File: config.mk
export PLATFORM = sky130hd
export DESIGN_NAME = lcd_scanline_mode_timer
export DESIGN_NICKNAME = d
export VERILOG_FILES = /design/src/design/lst_pkg.sv /design/src/design/lst_cfg_regs.sv /design/src/design/lst_step.sv /design/src/design/lcd_scanline_mode_timer.sv
export SDC_FILE = /design/constraint.sdc
export NUM_CORES = 1
export LEC_CHECK = 0
export BUFFER_PORTS_ARGS = -buffer_cell sky130_fd_sc_hd__buf_2
export CORE_ASPECT_RATIO = 0.75
export CORE_MARGIN = 1
export CORE_UTILIZATION = 54
export DETAILED_ROUTE_END_ITERATION = 8
export GPL_TIMING_DRIVEN = 0
export PLACE_DENSITY = 0.82
export SYNTH_ARGS = -nofsm -noshare
export SYNTH_HDL_FRONTEND = slang
export SYNTH_SLANG_ARGS = --single-unit
File: constraint.sdc
create_clock -name clk -period 3.8 [get_ports clk]
set_input_delay 0 -clock clk [delete_from_list [all_inputs] [get_ports clk]]
set_output_delay 0 -clock clk [all_outputs]
set_load 0.01 [all_outputs]
File: src/design/lst_pkg.sv
`default_nettype none
package lst_pkg;

	localparam int unsigned CYC_W      = 8;
	localparam int unsigned LINE_W     = 8;
	localparam int unsigned TICK_W     = 10;
	localparam int unsigned CFG_IDX_W  = 4;
	localparam int unsigned CFG_DATA_W = 8;

	typedef enum logic [1:0] {
		MODE_HORZ_BLANK = 2'd0,
		MODE_VERT_BLANK = 2'd1,
		MODE_SEARCH     = 2'd2,
		MODE_TRANSFER   = 2'd3
	} mode_t;

	typedef enum logic [CFG_IDX_W-1:0] {
		REG_COMPARE_LINE     = 4'd0,
		REG_COINCIDENCE_EN   = 4'd1,
		REG_COINCIDENCE_EQ   = 4'd2,
		REG_HBLANK_IRQ_EN    = 4'd3,
		REG_VBLANK_IRQ_EN    = 4'd4,
		REG_SEARCH_IRQ_EN    = 4'd5,
		REG_BACKGROUND_EN    = 4'd6,
		REG_SPRITE_EN        = 4'd7
	} cfg_reg_t;

	localparam logic [TICK_W-1:0] TICKS_HBLANK   = 10'd204;
	localparam logic [TICK_W-1:0] TICKS_VBLANK   = 10'd456;
	localparam logic [TICK_W-1:0] TICKS_SEARCH   = 10'd80;
	localparam logic [TICK_W-1:0] TICKS_TRANSFER = 10'd172;
	localparam logic [TICK_W-1:0] TICKS_MAX      = 10'd710;

	localparam logic [LINE_W-1:0] LINE_VBLANK_START = 8'd144;
	localparam logic [LINE_W-1:0] LINE_LAST         = 8'd153;

	typedef struct packed {
		logic [LINE_W-1:0] compare_line;
		logic              coincidence_irq_enable;
		logic              coincidence_on_equal;
		logic              hblank_irq_enable;
		logic              vblank_irq_enable;
		logic              search_irq_enable;
		logic              background_enable;
		logic              sprite_enable;
	} cfg_t;

	typedef struct packed {
		mode_t             mode;
		logic [LINE_W-1:0] line;
		logic [TICK_W-1:0] ticks;
	} state_t;

	typedef struct packed {
		mode_t             mode;
		logic [LINE_W-1:0] line;
		logic              vblank_irq;
		logic              status_irq;
		logic              draw_background;
		logic              draw_sprites;
		logic              frame_done;
	} result_t;

endpackage
`default_nettype wire

File: src/design/lst_cfg_regs.sv
`default_nettype none
module lst_cfg_regs (
	input  wire logic                         clk,
	input  wire logic                         arst_n,
	input  wire logic                         cfg_we,
	input  wire logic [lst_pkg::CFG_IDX_W-1:0]  cfg_index,
	input  wire logic [lst_pkg::CFG_DATA_W-1:0] cfg_data,
	output lst_pkg::cfg_t                     cfg
);

	lst_pkg::cfg_t cfg_q;

	// keep only the low bits of each register's width; drop unknown indexes
	always_ff @(posedge clk or negedge arst_n) begin
		if (!arst_n) begin
			cfg_q <= '0;
		end else if (cfg_we) begin
			unique case (lst_pkg::cfg_reg_t'(cfg_index))
				lst_pkg::REG_COMPARE_LINE:   cfg_q.compare_line <= cfg_data;
				lst_pkg::REG_COINCIDENCE_EN: cfg_q.coincidence_irq_enable <= cfg_data[0];
				lst_pkg::REG_COINCIDENCE_EQ: cfg_q.coincidence_on_equal <= cfg_data[0];
				lst_pkg::REG_HBLANK_IRQ_EN:  cfg_q.hblank_irq_enable <= cfg_data[0];
				lst_pkg::REG_VBLANK_IRQ_EN:  cfg_q.vblank_irq_enable <= cfg_data[0];
				lst_pkg::REG_SEARCH_IRQ_EN:  cfg_q.search_irq_enable <= cfg_data[0];
				lst_pkg::REG_BACKGROUND_EN:  cfg_q.background_enable <= cfg_data[0];
				lst_pkg::REG_SPRITE_EN:      cfg_q.sprite_enable <= cfg_data[0];
				default: begin
				end
			endcase
		end
	end

	assign cfg = cfg_q;

endmodule
`default_nettype wire

File: src/design/lst_step.sv
`default_nettype none
module lst_step (
	input  wire lst_pkg::cfg_t             cfg,
	input  wire lst_pkg::state_t           cur,
	input  wire logic [lst_pkg::CYC_W-1:0] elapsed_cycles,
	output lst_pkg::state_t                nxt,
	output lst_pkg::result_t               res
);

	logic [lst_pkg::TICK_W-1:0] sum;
	logic [lst_pkg::LINE_W-1:0] line_inc;
	logic                       changed;
	logic                       frame;
	logic                       drew;
	logic                       equal;
	logic                       coin_hit;

	assign sum      = cur.ticks + {{(lst_pkg::TICK_W-lst_pkg::CYC_W){1'b0}}, elapsed_cycles};
	assign line_inc = cur.line + 8'd1;

	// at most one transition per item; a transition drops the excess ticks
	always_comb begin
		nxt       = cur;
		nxt.ticks = sum;
		changed   = 1'b0;
		frame     = 1'b0;
		drew      = 1'b0;
		unique case (cur.mode)
			lst_pkg::MODE_HORZ_BLANK: begin
				if (sum >= lst_pkg::TICKS_HBLANK) begin
					nxt.ticks = '0;
					nxt.line  = line_inc;
					changed   = 1'b1;
					if (line_inc == lst_pkg::LINE_VBLANK_START) begin
						nxt.mode = lst_pkg::MODE_VERT_BLANK;
						frame    = 1'b1;
					end else begin
						nxt.mode = lst_pkg::MODE_SEARCH;
					end
				end
			end
			lst_pkg::MODE_VERT_BLANK: begin
				if (sum >= lst_pkg::TICKS_VBLANK) begin
					nxt.ticks = '0;
					nxt.line  = line_inc;
					if (line_inc > lst_pkg::LINE_LAST) begin
						nxt.line = '0;
						nxt.mode = lst_pkg::MODE_SEARCH;
						changed  = 1'b1;
					end
				end
			end
			lst_pkg::MODE_SEARCH: begin
				if (sum >= lst_pkg::TICKS_SEARCH) begin
					nxt.ticks = '0;
					nxt.mode  = lst_pkg::MODE_TRANSFER;
					changed   = 1'b1;
				end
			end
			default: begin
				if (sum >= lst_pkg::TICKS_TRANSFER) begin
					nxt.ticks = '0;
					nxt.mode  = lst_pkg::MODE_HORZ_BLANK;
					changed   = 1'b1;
					drew      = 1'b1;
				end
			end
		endcase
	end

	assign equal    = (nxt.line == cfg.compare_line);
	assign coin_hit = cfg.coincidence_on_equal ? equal : !equal;

	always_comb begin
		res.mode            = nxt.mode;
		res.line            = nxt.line;
		res.vblank_irq      = (nxt.line == lst_pkg::LINE_VBLANK_START);
		res.status_irq      = (cfg.coincidence_irq_enable && coin_hit)
			|| (cfg.hblank_irq_enable && changed && nxt.mode == lst_pkg::MODE_HORZ_BLANK)
			|| (cfg.vblank_irq_enable && changed && nxt.mode == lst_pkg::MODE_VERT_BLANK)
			|| (cfg.search_irq_enable && changed && nxt.mode == lst_pkg::MODE_SEARCH);
		res.draw_background = drew && cfg.background_enable;
		res.draw_sprites    = drew && cfg.sprite_enable;
		res.frame_done      = frame;
	end

endmodule
`default_nettype wire

File: src/design/lcd_scanline_mode_timer.sv
// Path: an accepted input item passes through the input register, then the
// result register, before its result item is presented.
// Throughput: one item per cycle while result_stall is low; the mode, line and
// tick registers close a loop of one 10-bit add and compare per item.
// Reset: arst_n clears mode (hblank), line, ticks, all configuration and both
// valid flags asynchronously; payload registers are not reset.
`default_nettype none
module lcd_scanline_mode_timer (
	input  wire logic                           clk,
	input  wire logic                           arst_n,
	// configuration write port
	input  wire logic                           cfg_we,
	input  wire logic [lst_pkg::CFG_IDX_W-1:0]  cfg_index,
	input  wire logic [lst_pkg::CFG_DATA_W-1:0] cfg_data,
	// input item channel
	input  wire logic                           item_valid,
	output logic                                item_stall,
	input  wire logic [lst_pkg::CYC_W-1:0]      elapsed_cycles,
	// result item channel
	output logic                                result_valid,
	input  wire logic                           result_stall,
	output logic [1:0]                          mode,
	output logic [lst_pkg::LINE_W-1:0]          line,
	output logic                                vblank_irq,
	output logic                                status_irq,
	output logic                                draw_background,
	output logic                                draw_sprites,
	output logic                                frame_done
);

	lst_pkg::cfg_t    cfg;
	lst_pkg::state_t  state_q;
	lst_pkg::state_t  state_nxt;
	lst_pkg::result_t res_nxt;
	lst_pkg::result_t res_q;

	logic                      valid_s1;
	logic [lst_pkg::CYC_W-1:0] elapsed_s1;
	logic                      out_valid_q;
	logic                      advance;
	logic                      in_take;

	lst_cfg_regs u_cfg (
		.clk       (clk),
		.arst_n    (arst_n),
		.cfg_we    (cfg_we),
		.cfg_index (cfg_index),
		.cfg_data  (cfg_data),
		.cfg       (cfg)
	);

	lst_step u_step (
		.cfg            (cfg),
		.cur            (state_q),
		.elapsed_cycles (elapsed_s1),
		.nxt            (state_nxt),
		.res            (res_nxt)
	);

	// The result register frees up when empty or when its item is taken this
	// cycle; the input stage moves on then, so a new item can enter every cycle while the result side does not stall.
	assign advance    = !out_valid_q || !result_stall;
	assign item_stall = valid_s1 && !advance;
	assign in_take    = item_valid && !item_stall;

	// input register
	always_ff @(posedge clk or negedge arst_n) begin
		if (!arst_n) begin
			valid_s1 <= 1'b0;
		end else if (in_take) begin
			valid_s1 <= 1'b1;
		end else if (advance) begin
			valid_s1 <= 1'b0;
		end
	end

	always_ff @(posedge clk) begin
		if (in_take) begin
			elapsed_s1 <= elapsed_cycles;
		end
	end

	// timing state: advance only when the item in the input stage moves out
	always_ff @(posedge clk or negedge arst_n) begin
		if (!arst_n) begin
			state_q.mode  <= lst_pkg::MODE_HORZ_BLANK;
			state_q.line  <= '0;
			state_q.ticks <= '0;
		end else if (valid_s1 && advance) begin
			state_q <= state_nxt;
		end
	end

	// result register
	always_ff @(posedge clk or negedge arst_n) begin
		if (!arst_n) begin
			out_valid_q <= 1'b0;
		end else if (advance) begin
			out_valid_q <= valid_s1;
		end
	end

	always_ff @(posedge clk) begin
		if (valid_s1 && advance) begin
			res_q <= res_nxt;
		end
	end

	assign result_valid    = out_valid_q;
	assign mode            = res_q.mode;
	assign line            = res_q.line;
	assign vblank_irq      = res_q.vblank_irq;
	assign status_irq      = res_q.status_irq;
	assign draw_background = res_q.draw_background;
	assign draw_sprites    = res_q.draw_sprites;
	assign frame_done      = res_q.frame_done;

	// tick counter never reaches the point where it could wrap
	a_ticks_bound: assert property (@(posedge clk) disable iff (!arst_n)
		state_q.ticks <= lst_pkg::TICKS_MAX)
		else $error("mode tick counter out of range");

	// vblank mode only covers the vblank lines
	a_vblank_lines: assert property (@(posedge clk) disable iff (!arst_n)
		state_q.mode == lst_pkg::MODE_VERT_BLANK |->
		(state_q.line >= lst_pkg::LINE_VBLANK_START && state_q.line <= lst_pkg::LINE_LAST))
		else $error("vblank mode outside vblank lines");

	// frame completion comes with the move into vblank at the first vblank line
	a_frame_done: assert property (@(posedge clk) disable iff (!arst_n)
		(result_valid && frame_done) |->
		(mode == lst_pkg::MODE_VERT_BLANK && line == lst_pkg::LINE_VBLANK_START && vblank_irq))
		else $error("frame_done without entry into vblank");

	// a line draw strobe only comes with the move into hblank
	a_draw_mode: assert property (@(posedge clk) disable iff (!arst_n)
		(result_valid && (draw_background || draw_sprites)) |->
		mode == lst_pkg::MODE_HORZ_BLANK)
		else $error("draw strobe outside hblank entry");

	// stall only while an item sits in the input stage behind a full result
	a_stall_cause: assert property (@(posedge clk) disable iff (!arst_n)
		item_stall |-> (valid_s1 && out_valid_q && result_stall))
		else $error("input stalled without a blocked item");

endmodule
`default_nettype wire

==> metrics, run 1 <==
outcome=complete, but fails checks; failing checks=setup timing; deepest clock path buffer count=2; CTS Sinks=60; final setup margin=-0.4371 ns; Non-Filler Cell Area, Final=5026 sq um; antenna violations before repair=0; Adder-Cell Fraction of Synth Area=3.950%; number of global-route vias before repair=3,615; minimum clock period=4.237 ns; post-synthesis compound-gate area fraction=21.94%; Tot Pwr=0.004049 W; post-DP HPWL=7.350 mm; most frequent CP cell=o311ai_4; CTS Buf Count=9; drt wl/cell=18.16 um; maximum VDD drop=430.7 uV; die area=7743 sq um; CTS tree=built; I/O Buffers=41; Ports=42; fin nets=540; largest family of logic cells by synthesized area=compound AO/OA/AOI/OAI gates; Site Rows=26; H-tree levels=3; MaxCap Viol Count=0; r2r worst-path depth=15; All-Layer GR Usage=30.40%; drt total wl=11.00 mm; reg2reg start=state_q[0]; share of the synthesized area in the top cell type=23.20%; RSZ-0062 raised after global routing=yes; synth top area cells=dfrtp_1 (23%), edfxtp_1 (17%), mux2_2 (3.9%), nand2_1 (3.8%), ha_1 (3.4%); worst min path class=input port to flop; initial DRC count=490; Pwr per Cell Area=805.6 nW/um^2; startpoint class of the critical path=flop; Worst setup EP type=flop; min-delay src=cfg_index[0]; clk slew on worst S/H paths=0.07 ns; core area=6962 sq um; crit path from=state_q[0]; diodes inserted=0; CP cell instances=ha_4 > inv_2 > fa_2 > and2b_4 > o311ai_4 > and2_4 > xor2_4 > o311ai_4 > a22oi_2 > buf_4 > a211oi_4 > xnor2_1 > or4_4 > o31a_1 > o31ai_1; post-synth net total=454; #FFs+latches synth=60; synthesized cell area=3991 sq um; delay of the slowest cell on the worst path=0.56 ns; first-pass GRT wire length=17.96 mm; mux contribution to synthesized area=4.953%; Initial Util=57.33%; final period utilization=111.5%; clock root cell=clkbuf_8; Post-Synth Simple-Gate Area=20.28%; final hold vios=0; Die X=101.3 um; final setup fails=2; via count=3,706; hold path depth=4; vias per cell=6.116; Main synth FF type=dfrtp_1; actual slew at the worst max-slew pin=0.8941 ns; Residual DRC=0; layout cell share with drive strength beyond 1=26.57%; worst-skew pair later-pin latency=0.35 ns; Congestion Overflow GR=0; hold path endpoint=u_cfg.cfg[3]; GPL Wtd Cong=0.9582; fill count=515; area growth from synthesis to layout=25.92%; largest net degree at the start of global routing=38; R2R Setup Slk=-0.44 ns; leakage=2.085 nW; Synth Area per Inst=9.572 sq um; RR Endpoint=status_irq; WP data arrival=4.41 ns; Die Span Y=76.46 um; Worst EP required=3.97 ns; clk_skew=0.007277 ns; most frequent cells in the layout=buf_2 (48), nand2_1 (40), dfrtp_1 (36), nor2_1 (27), o21ai_0 (25); commonest non-fill, non-tap cell in the layout=buf_2; area leader, netlist=dfrtp_1; Crit Path Category=flop to flop; warning count from the yosys run=0; ANT nets after route=0; count of cell types in the netlist=76; Slew headroom=40.39%; share of synthesized flip-flops with an asynchronous set or reset=61.67%; synthesized instance count=417; XOR/XNOR share of the synthesized area=3.699%; dpl cell area=4334 sq um; DRT Pass-1 Iters=6; Slowest-stage cell, CP=or4_4; crit path max fanout=5; Post-synth EDFFs=23; register area share after synthesis=40.50%; FMAX=236.0 MHz; Final Max Slew Viols=0
## stage by stage
stage                     cells  setup slack [ns]  utilization [%]  setup TNS (ns)  hold WS (ns)
after floorplan             417           -0.1205                -         -0.1205       -0.2956
after global placement      556           -0.6438            62.26          -1.177        0.1642
after detailed placement    556           -0.6675            62.26          -1.148        0.1782
after CTS                   601           -0.3972            70.33         -0.3972       0.04355
after global routing        606           -0.5209            72.20         -0.6731       0.08057
final                       606           -0.4371            72.20         -0.4757       0.04710
## Yosys cell counts, drive strengths merged, types with 6 or more instances
library cell	instances
inv	22
dfrtp	37
nor3	12
nor3b	6
buf	11
a21oi	20
mux2	14
a22o	7
and2	8
nand2	40
nor2	29
a21o	6
xnor2	11
o21ai	27
nand2b	6
ha	11
nand3	13
clkbuf	10
edfxtp	23
## layer usage
| layer | part of all wire, % | GRT usage, % | routed length [um] | vias to the layer above |
|---|---|---|---|---|
| met1 | 44 | 42.14 | 4790 | 1776 |
| met5 | 0 | 0 | 0 | - |
| met2 | 46 | 46.26 | 5020 | 170 |
| met3 | 8.7 | 8.073 | 958 | 35 |
| li1 | - | - | - | 1725 |
| met4 | 2.1 | 9.710 | 235 | 0 |
## how the worst max path moves through the flow
stage | depth (start not counted) | slack [ns] | endpoint
after CTS | 14 | -0.40 | status_irq
after global placement | 14 | -0.64 | status_irq
after detailed placement | 14 | -0.67 | status_irq
after floorplan | 14 | -0.12 | status_irq
after global routing | 15 | -0.52 | status_irq
final | 15 | -0.44 | status_irq
## worst max-delay path, delay by kind of cell (launching register included)
kind / cells / cell delay, ns
AND/OR/NAND/NOR: 3 / 1.05
AO/OA/AOI/OAI: 6 / 1.61
XOR/XNOR: 2 / 0.29
flip-flops: 1 / 0.39
buffers and inverters: 2 / 0.21
adder cells (fa/ha/maj): 2 / 0.49
## cell type report
type,count,area [sq um],area share [%]
buffer,20,106.4,2.116
sequential,60,1618,32.19
inverter,22,82.58,1.643
multi-input combinational,314,2375,47.25
timing repair buffer,76,529.3,10.53
tap,98,122.6,2.440
clock buffer,11,141.4,2.813
clock inverter,5,51.30,1.021
## registers in the layout, summed over array words and instances, names as in the netlist
register and count:
result_valid 1, frame_done 1, state_q 20, draw_sprites 1
status_irq 1, valid_s1 1, vblank_irq 1, elapsed_s1 8
draw_background 1, line 8, mode 2, u_cfg.cfg 15
## power by group
part	internal [W]	total, W	switching (W)	leakage, nW
registers	0.000867	0.000973	0.000106	0.688
logic	0.00105	0.00249	0.00144	1.30
clock network	0.000316	0.000581	0.000265	0.0967
total	0.00224	0.00405	0.00181	2.09
## repair_timing
action | in CTS | in global routing
setup buffers | 9 | 6
endpoints found under the setup margin | 4 | 2
endpoints found under the hold margin | 55 | 0
pin swaps | 8 | 11
resized for setup | 17 | 17
hold buffers | 20 | 0
## cell families after synthesis
| family | after synthesis |
|---|---|
| simple gates | 153 |
| compound gates | 115 |
| flops | 60 |
| buf+inv | 43 |
| mux | 18 |
| xor+xnor | 16 |
| fa+ha+maj | 12 |
(Power assumes the default switching activity.)
==> inputs of run 2 (changes only) <==
--- a/config.mk
+++ b/config.mk
@@ -6,12 +6,15 @@
 export NUM_CORES = 1
 export LEC_CHECK = 0
 export BUFFER_PORTS_ARGS = -buffer_cell sky130_fd_sc_hd__buf_2
+export CELL_PAD_IN_SITES_DETAIL_PLACEMENT = 0
+export CELL_PAD_IN_SITES_GLOBAL_PLACEMENT = 1
 export CORE_ASPECT_RATIO = 0.75
 export CORE_MARGIN = 1
-export CORE_UTILIZATION = 54
+export CORE_UTILIZATION = 42
 export DETAILED_ROUTE_END_ITERATION = 8
 export GPL_TIMING_DRIVEN = 0
-export PLACE_DENSITY = 0.82
+export PLACE_DENSITY = 0.81
 export SYNTH_ARGS = -nofsm -noshare
 export SYNTH_HDL_FRONTEND = slang
+export SYNTH_HIERARCHICAL = 1
 export SYNTH_SLANG_ARGS = --single-unit
==> run 2 against run 1 <==
  * The run still ends with setup timing left
  * Area after synthesis is 3.5% higher
  * Global-route usage is 8.8 points lower
  * First-iteration DRC count decreased by 45%
  * Fmax rose by 4.3%
  * Utilization shrank 13 points
  * Via count fell by 3.2%
  * Largest power group unchanged
==> metrics, run 2 <==
fin nets=547 (was 540); XOR/XNOR share of the synthesized area=1.696% (was 3.699%); Sum Neg Setup Slack=-0.4612 ns (was -0.4757 ns); reg2reg start=elapsed_s1[3] (was state_q[0]); Final Max Slew Viols=0 (unchanged); final setup margin=-0.2612 ns (was -0.4371 ns); synthesized instance count=410 (was 417); initial DRC count=271 (was 490); Largest register FFs=20 (unchanged); #FFs+latches synth=60 (unchanged); post-synthesis compound-gate area fraction=17.66% (was 21.94%); final hold vios=0 (unchanged); RR Endpoint=status_irq (unchanged); Crit Path Category=flop to flop (unchanged); Top reg by flops=state_q (unchanged); DRT Pass-1 Iters=5 (was 6); share of the synthesized area in the top cell type=22.42% (was 23.20%); Die X=116.5 um (was 101.3 um); outcome=complete, but fails checks (unchanged); leakage=2.303 nW (was 2.085 nW); Adder-Cell Fraction of Synth Area=3.817% (was 3.950%); diodes inserted=0 (unchanged); FMAX=246.2 MHz (was 236.0 MHz); CTS Sinks=60 (unchanged); area growth from synthesis to layout=33.47% (was 25.92%); commonest non-fill, non-tap cell in the layout=buf_2 (unchanged); RSZ-0062 raised after global routing=yes (unchanged); maximum VDD drop=421.7 uV (was 430.7 uV); clk_skew=0.01033 ns (was 0.007277 ns); clk slew on worst S/H paths=0.05 ns (was 0.07 ns); post-synth net total=447 (was 454); Worst setup EP type=flop (unchanged); Synth top cells by count=dfrtp_1 (37), mux2_2 (37), nor2_1 (30) (was nand2_1 (40), dfrtp_1 (37), nor2_1 (28)); Slew headroom=40.72% (was 40.39%); register area share after synthesis=39.14% (was 40.50%); dpl cell area=4512 sq um (was 4334 sq um); Non-Filler Cell Area, Final=5513 sq um (was 5026 sq um); via count=3,589 (was 3,706); core area=9309 sq um (was 6962 sq um); Post-Synth Simple-Gate Area=20.08% (was 20.28%); mux contribution to synthesized area=11.54% (was 4.953%); synthesized cell area=4130 sq um (was 3991 sq um); Die Span Y=87.88 um (was 76.46 um); Ports=42 (unchanged); final core occ=59.22% (was 72.20%); GPL Wtd Cong=0.8769 (was 0.9582); vias per cell=5.582 (was 6.116); Synth Area per Inst=10.07 sq um (was 9.572 sq um); r2r worst-path depth=14 (was 15); final period utilization=106.9% (was 111.5%); largest family of logic cells by synthesized area=simple AND/OR/NAND/NOR gates (was compound AO/OA/AOI/OAI gates); CTS Buf Count=9 (unchanged); largest net degree at the start of global routing=38 (unchanged); failing checks=setup timing (unchanged); layout cell share with drive strength beyond 1=38.25% (was 26.57%); warning count from the yosys run=6 (was 0); final hold slack=0.03186 ns (was 0.04710 ns); fill count=804 (was 515); area leader, netlist=dfrtp_1 (unchanged); Residual DRC=0 (unchanged); I/O Buffers=41 (unchanged); antenna violations before repair=0 (unchanged); Congestion Overflow GR=0 (unchanged); H-tree levels=3 (unchanged); drt total wl=10.63 mm (was 11.00 mm); All-Layer GR Usage=21.62% (was 30.40%); WP data arrival=4.12 ns (was 4.41 ns); Post-Place Setup Slack=-1.055 ns (was -0.6675 ns); startpoint class of the critical path=flop (unchanged); actual slew at the worst max-slew pin=0.8891 ns (was 0.8941 ns); ANT nets after route=0 (unchanged); MaxCap Viol Count=0 (unchanged); Post-synth EDFFs=23 (unchanged); share of synthesized flip-flops with an asynchronous set or reset=61.67% (unchanged); most frequent cells in the layout=buf_2 (44), buf_4 (37), mux2_2 (36), dfrtp_1 (35), nor2_1 (28) (was buf_2 (48), nand2_1 (40), dfrtp_1 (36), nor2_1 (27), o21ai_0 (25)); clock root cell=clkbuf_16 (was clkbuf_8); worst-skew pair later-pin latency=0.33 ns (was 0.35 ns); minimum clock period=4.061 ns (was 4.237 ns); hold path depth=2 (was 4); worst min path class=input port to flop (unchanged); Worst EP required=3.86 ns (was 3.97 ns); final setup fails=5 (was 2); number of global-route vias before repair=3,317 (was 3,615); count of cell types in the netlist=79 (was 76); CTS tree=built (unchanged); deepest clock path buffer count=2 (unchanged); die area=10,240 sq um (was 7743 sq um); first-pass GRT wire length=16.65 mm (was 17.96 mm); drt wl/cell=16.53 um (was 18.16 um); R2R Setup Slk=-0.26 ns (was -0.44 ns); crit path max fanout=5 (unchanged); synth top area cells=dfrtp_1 (22%), edfxtp_1 (17%), mux2_2 (10%), ha_1 (3.3%), nor2_1 (2.7%) (was dfrtp_1 (23%), edfxtp_1 (17%), mux2_2 (3.9%), nand2_1 (3.8%), ha_1 (3.4%)); Pwr per Cell Area=666.8 nW/um^2 (was 805.6 nW/um^2); min-delay src=cfg_data[0] (was cfg_index[0]); Site Rows=30 (was 26); hold path endpoint=u_cfg/cfg[1] (was u_cfg.cfg[3]); post-DP HPWL=7.056 mm (was 7.350 mm); Main synth FF type=dfrtp_1 (unchanged); Initial Util=44.37% (was 57.33%)
run 2: power by group:
| group | internal, W | switching [W] |
|---|---|---|
| clock | 0.000492 | 0.000275 |
| combinational | 0.000942 | 0.000998 |
| sequential | 0.000838 | 0.000130 |
| total | 0.00227 | 0.00140 |
run 2: what timing repair did:
item	CTS	global route
pin swaps	26	28
hold buffers	19	0
gates resized for setup	34	30
endpoints found under the hold margin	54	0
cloned	1	0
setup buffers	19	13
setup endpoints to repair	23	11
run 2: kinds of logic (layout without fill, tap and decap cells):
group	count (synthesis)	in the layout
and+or+nand+nor	149	149
DFF	60	60
other	1	1
muxes	43	43
buffers and inverters	47	152
xor gates and xnor gates	8	8
adders and majority gates	12	12
AOI/OAI and AO/OA	90	90
run 2: worst max path at each step:
stage	slack, ns	from	depth (start not counted)	endpoint
2_1_floorplan	0.01	elapsed_s1[0]	14	status_irq
3_3_place_gp	-1.09	elapsed_s1[0]	13	status_irq
3_5_place_dp	-1.06	state_q[0]	13	status_irq
4_1_cts	-0.17	elapsed_s1[0]	13	status_irq
5_1_grt	-0.34	state_q[4]	16	status_irq
6_report	-0.26	elapsed_s1[3]	14	status_irq
run 2: layout make-up:
class	instances	area [sq um]	area share, %
flip-flops and latches	60	1619	29.37
well taps	128	160.2	2.905
multi-input cells	303	2556	46.37
clock buffers	14	274.0	4.970
clock inverters	2	10.01	0.1816
repair buffers	92	655.6	11.89
plain buffers	27	173.9	3.155
inverters	17	63.81	1.158
run 2: critical path: stages, from the launching register on:
cell	delay, ns
edfxtp_1	0.43
ha_4	0.30
nand2_2	0.05
or3b_4	0.42
and4b_4	0.21
a2111oi_4	0.41
buf_4	0.21
o211ai_4	0.11
a221o_2	0.46
buf_6	0.16
and3_1	0.18
o31ai_2	0.22
o311ai_2	0.18
o311ai_1	0.33
nand3_1	0.11
run 2: metrics by stage:
stage          power, W  std cells
6_report       0.003676        643
5_1_grt        0.003883        643
4_1_cts        0.003471        632
3_5_place_dp   0.002398        579
3_3_place_gp   0.002378        579
2_1_floorplan  0.002048        410
run 2: per-layer routing:
metal	GRT usage [%]	vias to the layer above	routed length, um
met4	6.061	0	69
met2	32.49	124	4644
met5	0	-	0
li1	-	1722	-
met3	4.706	8	599
met1	31.22	1735	5313
